## config.mk

```make
export PLATFORM = sky130hd
export DESIGN_NAME = multi_slot_watchdog_unit
export DESIGN_NICKNAME = d
export VERILOG_FILES = /design/src/design/mswd_pkg.sv /design/src/design/multi_slot_watchdog_unit.sv
export SDC_FILE = /design/constraint.sdc
export NUM_CORES = 2
export LEC_CHECK = 0
export ABC_CLOCK_PERIOD_IN_PS = 16500
export BUFFER_PORTS_ARGS = -buffer_cell sky130_fd_sc_hd__clkbuf_2
export CORE_MARGIN = 8
export CORE_UTILIZATION = 57
export DETAILED_ROUTE_END_ITERATION = 8
export GPL_ROUTABILITY_DRIVEN = 0
export MAX_ROUTING_LAYER = met4
export PLACE_DENSITY = 0.78
export SETUP_SLACK_MARGIN = 0.2
export SLEW_MARGIN = 20
export SYNTH_ARGS = -nofsm -noshare
export SYNTH_HDL_FRONTEND = slang
export SYNTH_SLANG_ARGS = --single-unit
```

## constraint.sdc

```tcl
create_clock -name aclk -period 16.5 [get_ports aclk]
set_input_delay 1.65 -clock aclk [delete_from_list [all_inputs] [get_ports aclk]]
set_output_delay 1.65 -clock aclk [all_outputs]
set_load 0.1 [all_outputs]
```

## src/design/mswd_pkg.sv

```systemverilog
package mswd_pkg;

    // Field widths fixed by the interface
    localparam int CMD_W   = 3;
    localparam int SLOT_W  = 4;
    localparam int TIME_W  = 32;
    localparam int KIND_W  = 2;
    localparam int CNT_W   = 5;
    localparam int IVL_W   = 16;

    localparam logic [IVL_W-1:0] INTERVAL_RESET = 16'd100;

    // Command codes
    localparam logic [CMD_W-1:0] CMD_REG_TASK   = 3'd0;
    localparam logic [CMD_W-1:0] CMD_UNREG_TASK = 3'd1;
    localparam logic [CMD_W-1:0] CMD_REG_PIPE   = 3'd2;
    localparam logic [CMD_W-1:0] CMD_UNREG_PIPE = 3'd3;
    localparam logic [CMD_W-1:0] CMD_FEED_PIPE  = 3'd4;
    localparam logic [CMD_W-1:0] CMD_TICK       = 3'd5;

    // Result kinds
    localparam logic [KIND_W-1:0] EV_STATUS     = 2'd0;
    localparam logic [KIND_W-1:0] EV_TASK_TMO   = 2'd1;
    localparam logic [KIND_W-1:0] EV_PIPE_STALL = 2'd2;

    typedef enum logic [1:0] {
        ST_IDLE,
        ST_TASK,
        ST_PIPE,
        ST_STATUS
    } state_t;

    typedef struct packed {
        logic [CMD_W-1:0]  command;
        logic [SLOT_W-1:0] slot;
        logic [TIME_W-1:0] timeout_ms;
        logic              has_cancel;
    } in_word_t;

    typedef struct packed {
        logic [KIND_W-1:0] event_kind;
        logic [SLOT_W-1:0] event_slot;
        logic [TIME_W-1:0] elapsed_ms;
        logic              cancel_fired;
        logic [TIME_W-1:0] timeout_total;
        logic [CNT_W-1:0]  active_tasks;
        logic [CNT_W-1:0]  active_pipelines;
        logic              last;
    } out_word_t;

    // Table entries held in the slot memories
    typedef struct packed {
        logic [TIME_W-1:0] start;
        logic [TIME_W-1:0] limit;
        logic              cancel;
    } task_ent_t;

    typedef struct packed {
        logic [TIME_W-1:0] stamp;
        logic [TIME_W-1:0] limit;
    } pipe_ent_t;

endpackage

```

## src/design/multi_slot_watchdog_unit.sv

```systemverilog
// Multi-slot watchdog. Task and pipeline slots live in two single-port tables
// (one write or one registered read per cycle); valid bits and occupancy counts
// sit in flops. Register, unregister, feed and unused-code words each pass
// through ST_STATUS and give one status word. A tick advances the clock by the
// check interval, then walks every task slot and then every pipeline slot, one
// slot per cycle off the table read port, pausing on an expired slot while the
// previous word still waits on m_ready. A status word likewise waits until the
// previous word is taken. Each expired slot yields one word, and a final status
// word with last set closes every input word.
module multi_slot_watchdog_unit #(
    parameter int TASK_SLOTS = 16,
    parameter int PIPE_SLOTS = 16
) (
    input  logic                           aclk,
    input  logic                           aresetn,

    input  logic                           s_valid,
    output logic                           s_ready,
    input  mswd_pkg::in_word_t             s_data,

    output logic                           m_valid,
    input  logic                           m_ready,
    output mswd_pkg::out_word_t            m_data,

    input  logic                           cfg_valid,
    output logic                           cfg_ready,
    input  logic [mswd_pkg::IVL_W-1:0]     cfg_data
);

    localparam int TIDX_W = (TASK_SLOTS > 1) ? $clog2(TASK_SLOTS) : 1;
    localparam int PIDX_W = (PIPE_SLOTS > 1) ? $clog2(PIPE_SLOTS) : 1;
    localparam int MAXS   = (TASK_SLOTS > PIPE_SLOTS) ? TASK_SLOTS : PIPE_SLOTS;
    localparam int IDX_W  = (MAXS > 1) ? $clog2(MAXS) : 1;
    localparam int TW     = mswd_pkg::TIME_W;
    localparam int CW     = mswd_pkg::CNT_W;

    // Slot tables
    mswd_pkg::task_ent_t task_mem [TASK_SLOTS];
    mswd_pkg::pipe_ent_t pipe_mem [PIPE_SLOTS];

    // Control state
    mswd_pkg::state_t            state_reg, state_next;
    logic [IDX_W-1:0]            idx_reg, idx_next;
    logic [TW-1:0]               now_reg, now_next;
    logic [TW-1:0]               expiry_reg, expiry_next;
    logic [CW-1:0]               tcnt_reg, tcnt_next;
    logic [CW-1:0]               pcnt_reg, pcnt_next;
    logic [TASK_SLOTS-1:0]       tvalid_reg, tvalid_next;
    logic [PIPE_SLOTS-1:0]       pvalid_reg, pvalid_next;
    logic [mswd_pkg::IVL_W-1:0]  interval_reg;
    logic                        m_valid_reg, m_valid_next;
    mswd_pkg::out_word_t         m_data_reg, m_data_next;

    // Table ports
    mswd_pkg::task_ent_t         task_rd_reg, task_wdata;
    mswd_pkg::pipe_ent_t         pipe_rd_reg, pipe_wdata;
    logic                        task_rd_en, task_we;
    logic                        pipe_rd_en, pipe_we, pipe_feed_we;
    logic [TIDX_W-1:0]           task_raddr, cmd_taddr;
    logic [PIDX_W-1:0]           pipe_raddr, cmd_paddr;

    // Scratch
    logic                        accept, out_free, task_ok, pipe_ok;
    logic                        hit, scan_end;
    logic [TW-1:0]               elapsed;
    logic [TIDX_W-1:0]           scan_taddr;
    logic [PIDX_W-1:0]           scan_paddr;

    assign s_ready   = (state_reg == mswd_pkg::ST_IDLE);
    assign cfg_ready = 1'b1;
    assign m_valid   = m_valid_reg;
    assign m_data    = m_data_reg;

    assign accept    = s_valid && s_ready;
    assign out_free  = !m_valid_reg || m_ready;
    assign cmd_taddr = TIDX_W'(s_data.slot);
    assign cmd_paddr = PIDX_W'(s_data.slot);
    assign task_ok   = 32'(s_data.slot) < TASK_SLOTS;
    assign pipe_ok   = 32'(s_data.slot) < PIPE_SLOTS;
    assign scan_taddr = idx_reg[TIDX_W-1:0];
    assign scan_paddr = idx_reg[PIDX_W-1:0];

    // Next state, table accesses and result word
    always_comb begin
        state_next   = state_reg;
        idx_next     = idx_reg;
        now_next     = now_reg;
        expiry_next  = expiry_reg;
        tcnt_next    = tcnt_reg;
        pcnt_next    = pcnt_reg;
        tvalid_next  = tvalid_reg;
        pvalid_next  = pvalid_reg;
        m_valid_next = m_valid_reg && !m_ready;
        m_data_next  = m_data_reg;
        task_rd_en   = 1'b0;
        task_raddr   = '0;
        pipe_rd_en   = 1'b0;
        pipe_raddr   = '0;
        task_we      = 1'b0;
        pipe_we      = 1'b0;
        pipe_feed_we = 1'b0;
        task_wdata   = '{start: now_reg, limit: s_data.timeout_ms,
                         cancel: s_data.has_cancel};
        pipe_wdata   = '{stamp: now_reg, limit: s_data.timeout_ms};
        hit          = 1'b0;
        scan_end     = 1'b0;
        elapsed      = '0;

        unique case (state_reg)
            mswd_pkg::ST_IDLE: begin
                if (accept) begin
                    state_next = mswd_pkg::ST_STATUS;
                    unique case (s_data.command)
                        mswd_pkg::CMD_REG_TASK: begin
                            if (task_ok) begin
                                task_we = 1'b1;
                                tvalid_next[cmd_taddr] = 1'b1;
                                if (!tvalid_reg[cmd_taddr]) tcnt_next = tcnt_reg + 1'b1;
                            end
                        end
                        mswd_pkg::CMD_UNREG_TASK: begin
                            if (task_ok && tvalid_reg[cmd_taddr]) begin
                                tvalid_next[cmd_taddr] = 1'b0;
                                tcnt_next = tcnt_reg - 1'b1;
                            end
                        end
                        mswd_pkg::CMD_REG_PIPE: begin
                            if (pipe_ok) begin
                                pipe_we = 1'b1;
                                pvalid_next[cmd_paddr] = 1'b1;
                                if (!pvalid_reg[cmd_paddr]) pcnt_next = pcnt_reg + 1'b1;
                            end
                        end
                        mswd_pkg::CMD_UNREG_PIPE: begin
                            if (pipe_ok && pvalid_reg[cmd_paddr]) begin
                                pvalid_next[cmd_paddr] = 1'b0;
                                pcnt_next = pcnt_reg - 1'b1;
                            end
                        end
                        mswd_pkg::CMD_FEED_PIPE: begin
                            pipe_feed_we = pipe_ok && pvalid_reg[cmd_paddr];
                        end
                        mswd_pkg::CMD_TICK: begin
                            now_next   = now_reg + TW'(interval_reg);
                            state_next = mswd_pkg::ST_TASK;
                            idx_next   = '0;
                            task_rd_en = 1'b1;
                        end
                        default: ;
                    endcase
                end
            end

            // Task scan: read data of idx_reg is in task_rd_reg
            mswd_pkg::ST_TASK: begin
                elapsed  = now_reg - task_rd_reg.start;
                hit      = tvalid_reg[scan_taddr] && (elapsed >= task_rd_reg.limit);
                scan_end = (32'(idx_reg) == TASK_SLOTS - 1);
                if (!hit || out_free) begin
                    if (hit) begin
                        tvalid_next[scan_taddr] = 1'b0;
                        tcnt_next    = tcnt_reg - 1'b1;
                        expiry_next  = expiry_reg + 1'b1;
                        m_valid_next = 1'b1;
                        m_data_next  = '{event_kind: mswd_pkg::EV_TASK_TMO,
                                         event_slot: mswd_pkg::SLOT_W'(idx_reg),
                                         elapsed_ms: elapsed,
                                         cancel_fired: task_rd_reg.cancel,
                                         timeout_total: expiry_reg + 1'b1,
                                         active_tasks: tcnt_reg - 1'b1,
                                         active_pipelines: pcnt_reg,
                                         last: 1'b0};
                    end
                    if (scan_end) begin
                        state_next = mswd_pkg::ST_PIPE;
                        idx_next   = '0;
                        pipe_rd_en = 1'b1;
                    end else begin
                        idx_next   = idx_reg + 1'b1;
                        task_rd_en = 1'b1;
                        task_raddr = idx_next[TIDX_W-1:0];
                    end
                end
            end

            // Pipeline scan
            mswd_pkg::ST_PIPE: begin
                elapsed  = now_reg - pipe_rd_reg.stamp;
                hit      = pvalid_reg[scan_paddr] && (elapsed >= pipe_rd_reg.limit);
                scan_end = (32'(idx_reg) == PIPE_SLOTS - 1);
                if (!hit || out_free) begin
                    if (hit) begin
                        pvalid_next[scan_paddr] = 1'b0;
                        pcnt_next    = pcnt_reg - 1'b1;
                        m_valid_next = 1'b1;
                        m_data_next  = '{event_kind: mswd_pkg::EV_PIPE_STALL,
                                         event_slot: mswd_pkg::SLOT_W'(idx_reg),
                                         elapsed_ms: elapsed,
                                         cancel_fired: 1'b0,
                                         timeout_total: expiry_reg,
                                         active_tasks: tcnt_reg,
                                         active_pipelines: pcnt_reg - 1'b1,
                                         last: 1'b0};
                    end
                    if (scan_end) begin
                        state_next = mswd_pkg::ST_STATUS;
                    end else begin
                        idx_next   = idx_reg + 1'b1;
                        pipe_rd_en = 1'b1;
                        pipe_raddr = idx_next[PIDX_W-1:0];
                    end
                end
            end

            // Closing status word
            mswd_pkg::ST_STATUS: begin
                if (out_free) begin
                    state_next   = mswd_pkg::ST_IDLE;
                    m_valid_next = 1'b1;
                    m_data_next  = '{event_kind: mswd_pkg::EV_STATUS,
                                     event_slot: '0,
                                     elapsed_ms: '0,
                                     cancel_fired: 1'b0,
                                     timeout_total: expiry_reg,
                                     active_tasks: tcnt_reg,
                                     active_pipelines: pcnt_reg,
                                     last: 1'b1};
                end
            end

            default: state_next = mswd_pkg::ST_IDLE;
        endcase
    end

    // Control registers
    always_ff @(posedge aclk) begin
        if (!aresetn) begin
            state_reg    <= mswd_pkg::ST_IDLE;
            now_reg      <= '0;
            expiry_reg   <= '0;
            tcnt_reg     <= '0;
            pcnt_reg     <= '0;
            tvalid_reg   <= '0;
            pvalid_reg   <= '0;
            m_valid_reg  <= 1'b0;
            interval_reg <= mswd_pkg::INTERVAL_RESET;
        end else begin
            state_reg   <= state_next;
            now_reg     <= now_next;
            expiry_reg  <= expiry_next;
            tcnt_reg    <= tcnt_next;
            pcnt_reg    <= pcnt_next;
            tvalid_reg  <= tvalid_next;
            pvalid_reg  <= pvalid_next;
            m_valid_reg <= m_valid_next;
            if (cfg_valid && cfg_ready) interval_reg <= cfg_data;
        end
    end

    // Payload registers
    always_ff @(posedge aclk) begin
        idx_reg    <= idx_next;
        m_data_reg <= m_data_next;
    end

    // Task table
    always_ff @(posedge aclk) begin
        if (task_we) task_mem[cmd_taddr] <= task_wdata;
        if (task_rd_en) task_rd_reg <= task_mem[task_raddr];
    end

    // Pipeline table; feed rewrites the stamp only
    always_ff @(posedge aclk) begin
        if (pipe_we) pipe_mem[cmd_paddr] <= pipe_wdata;
        if (pipe_feed_we) pipe_mem[cmd_paddr].stamp <= now_reg;
        if (pipe_rd_en) pipe_rd_reg <= pipe_mem[pipe_raddr];
    end

endmodule

```

==> Word level (Yosys, flattened, before mapping) <==
Memories as Yosys holds them, arrays and structs flattened. A register that Yosys moved wholly into a read port is not among the register bits.
Cells that the tools add are included.
{ "totals": {"ff_bits": 211, "mem_bits_rw": 2064, "inputBits": 61, "output_inout_bits": 85, "elab_cells": 191, "mem_count": 2} }
{ "classes": {"addsub": 9, "magnitude_cmp": 6, "eq_ne": 25, "mux": 94, "bitwise": 9, "reduce_logical": 28} }
{ "mem_list": {"columns": ["memory", "words", "word_bits", "read_ports", "rd_ports_with_merged_regs", "wr", "line_no", "rtl"], "rows": [
  ["task_mem", 16, 65, 1, 1, 1, "multi_slot_watchdog_unit.sv:38", "mswd_pkg::task_ent_t task_mem [TASK_SLOTS];"],
  ["pipe_mem", 16, 64, 1, 1, 1, "multi_slot_watchdog_unit.sv:39", "mswd_pkg::pipe_ent_t pipe_mem [PIPE_SLOTS];"]
]} }
{ "ops": {"columns": ["operator", "n"], "rows": [
  ["$mux W82", 5],
  ["$pmux W82 S3", 1],
  ["$mux W16", 8],
  ["$pmux W16 S2", 4],
  ["$and A16 B16 Y16", 4],
  ["$ge A32 B32 Y1", 2],
  ["$sub A32 B32 Y32", 2],
  ["$mux W5", 10],
  ["$mux W4", 10],
  ["$pmux W5 S2", 4],
  ["$mux W1", 33],
  ["$add A32 B1 Y32 const B", 1],
  ["$add A32 B16 Y32", 1],
  ["$mux W32", 1],
  ["$not A16 Y16", 2],
  ["$or A16 B16 Y16", 2],
  ["$reduce_and A6 Y1", 5],
  ["$bmux W1 S4", 4],
  ["$ne A2 B2 Y1 const B", 8],
  ["$mux W2", 7],
  ["$reduce_and A7 Y1", 2],
  ["$ne A3 B3 Y1 const B", 4],
  ["$pmux W4 S3", 1],
  ["$add A5 B1 Y5 const B", 2],
  ["25 further kinds", 48]
]} }

==> Logic depth before layout (Yosys ltp) <==
{ "logic_depth": {"word_depth": 10, "depth_mapped": 28, "mapped_depth_nobuf": 24} }

==> Worst setup path before layout <==
No wires, ideal clock.
{ "synth_path": {"kind": "flip-flop to flip-flop", "start": "reg now_reg[1]", "end": "reg, netlist name pipe_rd_reg[0]", "setup_ns": 0.584, "arrival_time_ns": 9.066, "required_ns": 15.916, "setup_slack_ns": 6.851, "path_stages_with_launch": 23, "n_path_buf": 0, "synth_period_minus_slack_ns": 9.649, "path_cell_list": "dfxtp_1 -> inv_1 -> fa_1 -> nand2b_1 -> a21oi_1 -> o31ai_1 -> a21boi_0 -> o21ai_0 -> o21ai_0 -> a221o_1 -> a31o_2 -> xnor2_1 -> inv_1 -> ha_1 -> a21o_1 -> a21oi_1 -> o221ai_1 -> a21oi_1 -> o31a_1 -> nor2_1 -> nand2_1 -> nand4_1 -> a21boi_0"} }
{ "synth_between": {"elab_chain_cells": 7, "word_cells_on_any_way": 15, "cone_classes": "2 x add/sub; 2 x order compare; 5 x mux; 6 x reduce/logical"} }
{ "synth_lines": {"columns": ["element", "line_no", "rtl"], "rows": [
  ["start: declaration", "multi_slot_watchdog_unit.sv:44", "logic [TW-1:0] now_reg, now_next;"],
  ["start signal: assignment", "multi_slot_watchdog_unit.sv:249", "now_reg <= now_next;"],
  ["$sub A32 B32 Y32, on equally long branches", "multi_slot_watchdog_unit.sv:188, multi_slot_watchdog_unit.sv:156", null],
  ["$ge A32 B32 Y1, on equally long branches", "multi_slot_watchdog_unit.sv:189, multi_slot_watchdog_unit.sv:157", null],
  ["$logic_and A1 B1 Y1, on equally long branches", "multi_slot_watchdog_unit.sv:189, multi_slot_watchdog_unit.sv:157", null],
  ["$logic_not A1 Y1, on equally long branches", "multi_slot_watchdog_unit.sv:191, multi_slot_watchdog_unit.sv:159", null],
  ["$logic_or A1 B1 Y1, on equally long branches", "multi_slot_watchdog_unit.sv:191, multi_slot_watchdog_unit.sv:159", null],
  ["$mux W1, on equally long branches", "multi_slot_watchdog_unit.sv:191, multi_slot_watchdog_unit.sv:159", null],
  ["$pmux W1 S2 (*)", "multi_slot_watchdog_unit.sv:109", "unique case (state_reg)"],
  ["via pipe_rd_en", "multi_slot_watchdog_unit.sv:58", "logic pipe_rd_en, pipe_we, pipe_feed_we;"]
]} }
The timed path passes the listed nets; every way through them passes the cells marked *.
A chain may end at the register's enable or synchronous reset.

==> Worst setup path after layout <==
{ "layout_path": {"start": "reg now_reg[0]", "end": "reg, netlist name pipe_rd_reg[10]"} }
{ "layout_between": {"elab_chain_cells": 7, "word_cells_on_any_way": 15, "cone_classes": "2 x add/sub; 2 x order compare; 5 x mux; 6 x reduce/logical"} }
{ "layout_lines": {"columns": ["element", "line_no", "rtl"], "rows": [
  ["$sub A32 B32 Y32, on equally long branches", "multi_slot_watchdog_unit.sv:188, multi_slot_watchdog_unit.sv:156", null],
  ["$ge A32 B32 Y1, on equally long branches", "multi_slot_watchdog_unit.sv:189, multi_slot_watchdog_unit.sv:157", null],
  ["$logic_and A1 B1 Y1, on equally long branches", "multi_slot_watchdog_unit.sv:189, multi_slot_watchdog_unit.sv:157", null],
  ["$logic_not A1 Y1, on equally long branches", "multi_slot_watchdog_unit.sv:191, multi_slot_watchdog_unit.sv:159", null],
  ["$logic_or A1 B1 Y1, on equally long branches", "multi_slot_watchdog_unit.sv:191, multi_slot_watchdog_unit.sv:159", null],
  ["$mux W1 (tied with other cells)", "multi_slot_watchdog_unit.sv:191", "if (!hit || out_free) begin"],
  ["$pmux W1 S2 / $mux W4 (equally long branches)", "multi_slot_watchdog_unit.sv:109", null]
]} }
Parallel ways exist; a longest one is shown, timed or not.

==> results.md <==
* Status: finished, final reports clean
* Final hold violations at 0
* Post-Route Setup TNS at 0 ps
* CP Launch Type: flip-flop
* GR peak layer: met2
* Post-synth EDFFs at roughly 2300
* Height of the chip at roughly 430 um
* Final setup violation count at 0
* Worst setup EP type: flip-flop
* Period utilization at 55.7%
* Post-placement cell area at 0.102 mm2
* Reg2reg end: pipe_rd_reg[10]
* Ys Warns at 0
* Delay-heaviest family, CP: compound AO/OA/AOI/OAI gates
* Layout area overhead at 11.3%
* Min Tclk post-route at 9180 ps
* First-pass GRT wire length at 397000 um
* Max Clk Rate at ~0.11 GHz
* Syn_area_per_cell at around 15 um2
* NumNets Final at 6786
* CTS resizes at 0
* CTS Sinks at approximately 2400
* Met1 Track Usage GR at a little under two fifths
* Final wirelength at between 200000 and 300000 um
* TritonCTS clock tree: done
* Number of remaining DRC errors at 0
* Max incr delay on CP at 1000 ps
* # Post-CTS Setup Buffers at 0
* GRT Total Usage at about 30%
* First-pass detailed-route iteration total at 9
* RSZ-0062 raised after global routing: false
* DP HPWL at ~150000 um
* Root buffer cell: clkbuf_16
* Largest net degree at the start of global routing at around 210
* Final core utilization at a little under two thirds
* Layout cells sized above 1 at a little over an eighth
* Commonest non-fill, non-tap cells in the layout: edfxtp_1, mux2i_1, a21oi_1, nor2_1, nand2_1
* Post-synth ARST share at 0%
* Worst-skew pair later-pin latency at 890 ps
* Power Density at approximately 160 mW/mm2
* Synth unique cells at just under 80
* Reg-to-reg startpoint: now_reg[0]
* Mapped Cells at ~6400
* Vias in the first global route at between 50000 and 60000
* Total gr overflow at 0
* Core area at about 0.17 mm2
* I/O Buffers at roughly 140
* CP Capture Point: pipe_rd_reg[10]
* ANT nets after route at 0
* Flip-flop and latch area at a little over 0.07 mm2
* Clock transition at the registers of the reported paths at 60 ps
* Synthesized cell area at between 0.09 and 0.1 mm2
* Initial antenna violation count at 11
* Synth Register Bits at roughly 2400
* Slew Limit Fails at 0
* Relative slew margins at about a fifth
* Design area at between 0.1 and 0.15 mm2
* Critical Path Source: now_reg[0]
* Max-cap violations at 0
* R2r setup slk at between 7000 and 8000 ps
* Buf/Inv on CP at 4
* Worst Path Max Fanout at 159
* Mapped Nets at around 6700
* Worst Path Required at about 17000 ps
* Routed length per instance at a little over 30 um
* Slew @ Worst Pin at 1200 ps
* I/O Pins at 146
* Setup CP Type: flip-flop to flip-flop
* Lkg Pwr at about 38 nW
* Grt met2 use at 45.4%
* CTS Buf Count at between 200 and 250
* Via Count at slightly above 60000
* Die X at about 430 um
* Full die area at roughly 0.19 mm2
* Routing usage on met3 at 6.54%
* Hold WC Path Type: flip-flop to flip-flop
* Clock Path Buffers at 3
* H-Tree Depth at 4
* Commonest non-fill, non-tap cell in the layout: edfxtp_1
* Register area share after synthesis at just over 70%
* Clock Skew at roughly 54 ps
* Area of the multi-input gates at about 0.026 mm2
* Maximum VDD drop at ~0.0002 V
* CTS Hold Buffers Added at 0
* Core Rows at about 150
* Post-DR vias/cell at roughly 6.7
* DRT iter0 DRCs at 8801
* Filler cells at 11700
* WP data arrival at 9800 ps
* Worst path depth at 26
* Slowest stage cell, crit path: dfxtp_1
* Max reg flops at roughly 1000
* Synth Flop Type: edfxtp_1
* FF-to-FF path depth at 26
* Initial Util at about 57%
-- cells by family (layout without fill, tap and decap cells) --
group                      count (synthesis)  in the layout  share of synthesized area [%]
muxes                                    590            590                           6.51
adders and majority gates                158            158                           2.03
buffers and inverters                    557            866                           2.36
xor gates and xnor gates                 150            150                           1.34
and+or+nand+nor                         1108           1108                           5.32
other                                      1             17                        0.00381
DFF                                     2404           2404                           72.2
AOI/OAI and AO/OA                       1479           1479                           10.3
-- worst register-to-register path: cells and delay by family (launching register included) --
kind | cells | cell delay [ps]
flops | 1 | 1000
fa+ha+maj | 3 | 1020
xor+xnor | 1 | 230
simple gates | 3 | 420
buf+inv | 4 | 2800
mux | 1 | 430
compound gates | 14 | 3040
-- cell type report --
type / instances / area share, %
inverter: 163 / 0.559
sequential: 2404 / 64.9
clock inverter: 137 / 1.31
tap: 2310 / 2.64
clock buffer: 278 / 5.44
antenna: 16 / 0.0366
multi-input combinational: 3486 / 23.4
timing repair buffer: 288 / 1.72
-- how the worst min path moves through the flow --
stage | start | end | cells past startpoint
3_3_place_gp | now_reg[17] | pipe_mem[15][49] | 0
3_5_place_dp | now_reg[17] | pipe_mem[15][49] | 0
4_1_cts | flip-flop | flip-flop | 2
2_1_floorplan | interval_reg[2] | interval_reg[2] | 2
6_report | flip-flop | flip-flop | 2
5_1_grt | now_reg[17] | pipe_mem[15][49] | 0
-- cells in the mapped netlist, drive strengths merged, types with 97 or more instances --
cell	n	share of area (%)
clkbuf	248	0.95
inv	163	0.62
nor2	362	1.4
ha	155	2.0
mux2	212	2.4
a211oi	140	1.1
edfxtp	2279	70
buf	146	0.79
o21ai	232	1.2
o221ai	289	2.6
xnor2	97	0.86
a21oi	358	1.8
nand2	310	1.2
dfxtp	125	2.5
mux2i	360	3.7
-- routing by layer --
metal | vias to the layer above | wire length, um
li1 | 25600 | -
met1 | 30200 | 96400
met2 | 4512 | 127000
met3 | 865 | 34100
met4 | 0 | 18700
met5 | - | 0
-- power breakdown --
part           switching [mW]  internal [mW]
Clock                    2.25           2.96
Sequential              0.151           7.03
Combinational            3.64           1.40
Total                    6.04           11.4
-- metrics by stage --
step           power [mW]  std cells  setup slack (ps)  hold slack (ps)
6_report             17.4       9082              7320              492
2_1_floorplan        10.7       6447              6850              446
4_1_cts              17.4       9065              7260              498
3_5_place_dp         12.2       8650              7290              459
5_1_grt              17.9       9077              6850              504
3_3_place_gp         12.1       8649              7550              459
Power figures use the tool's default switching activity.
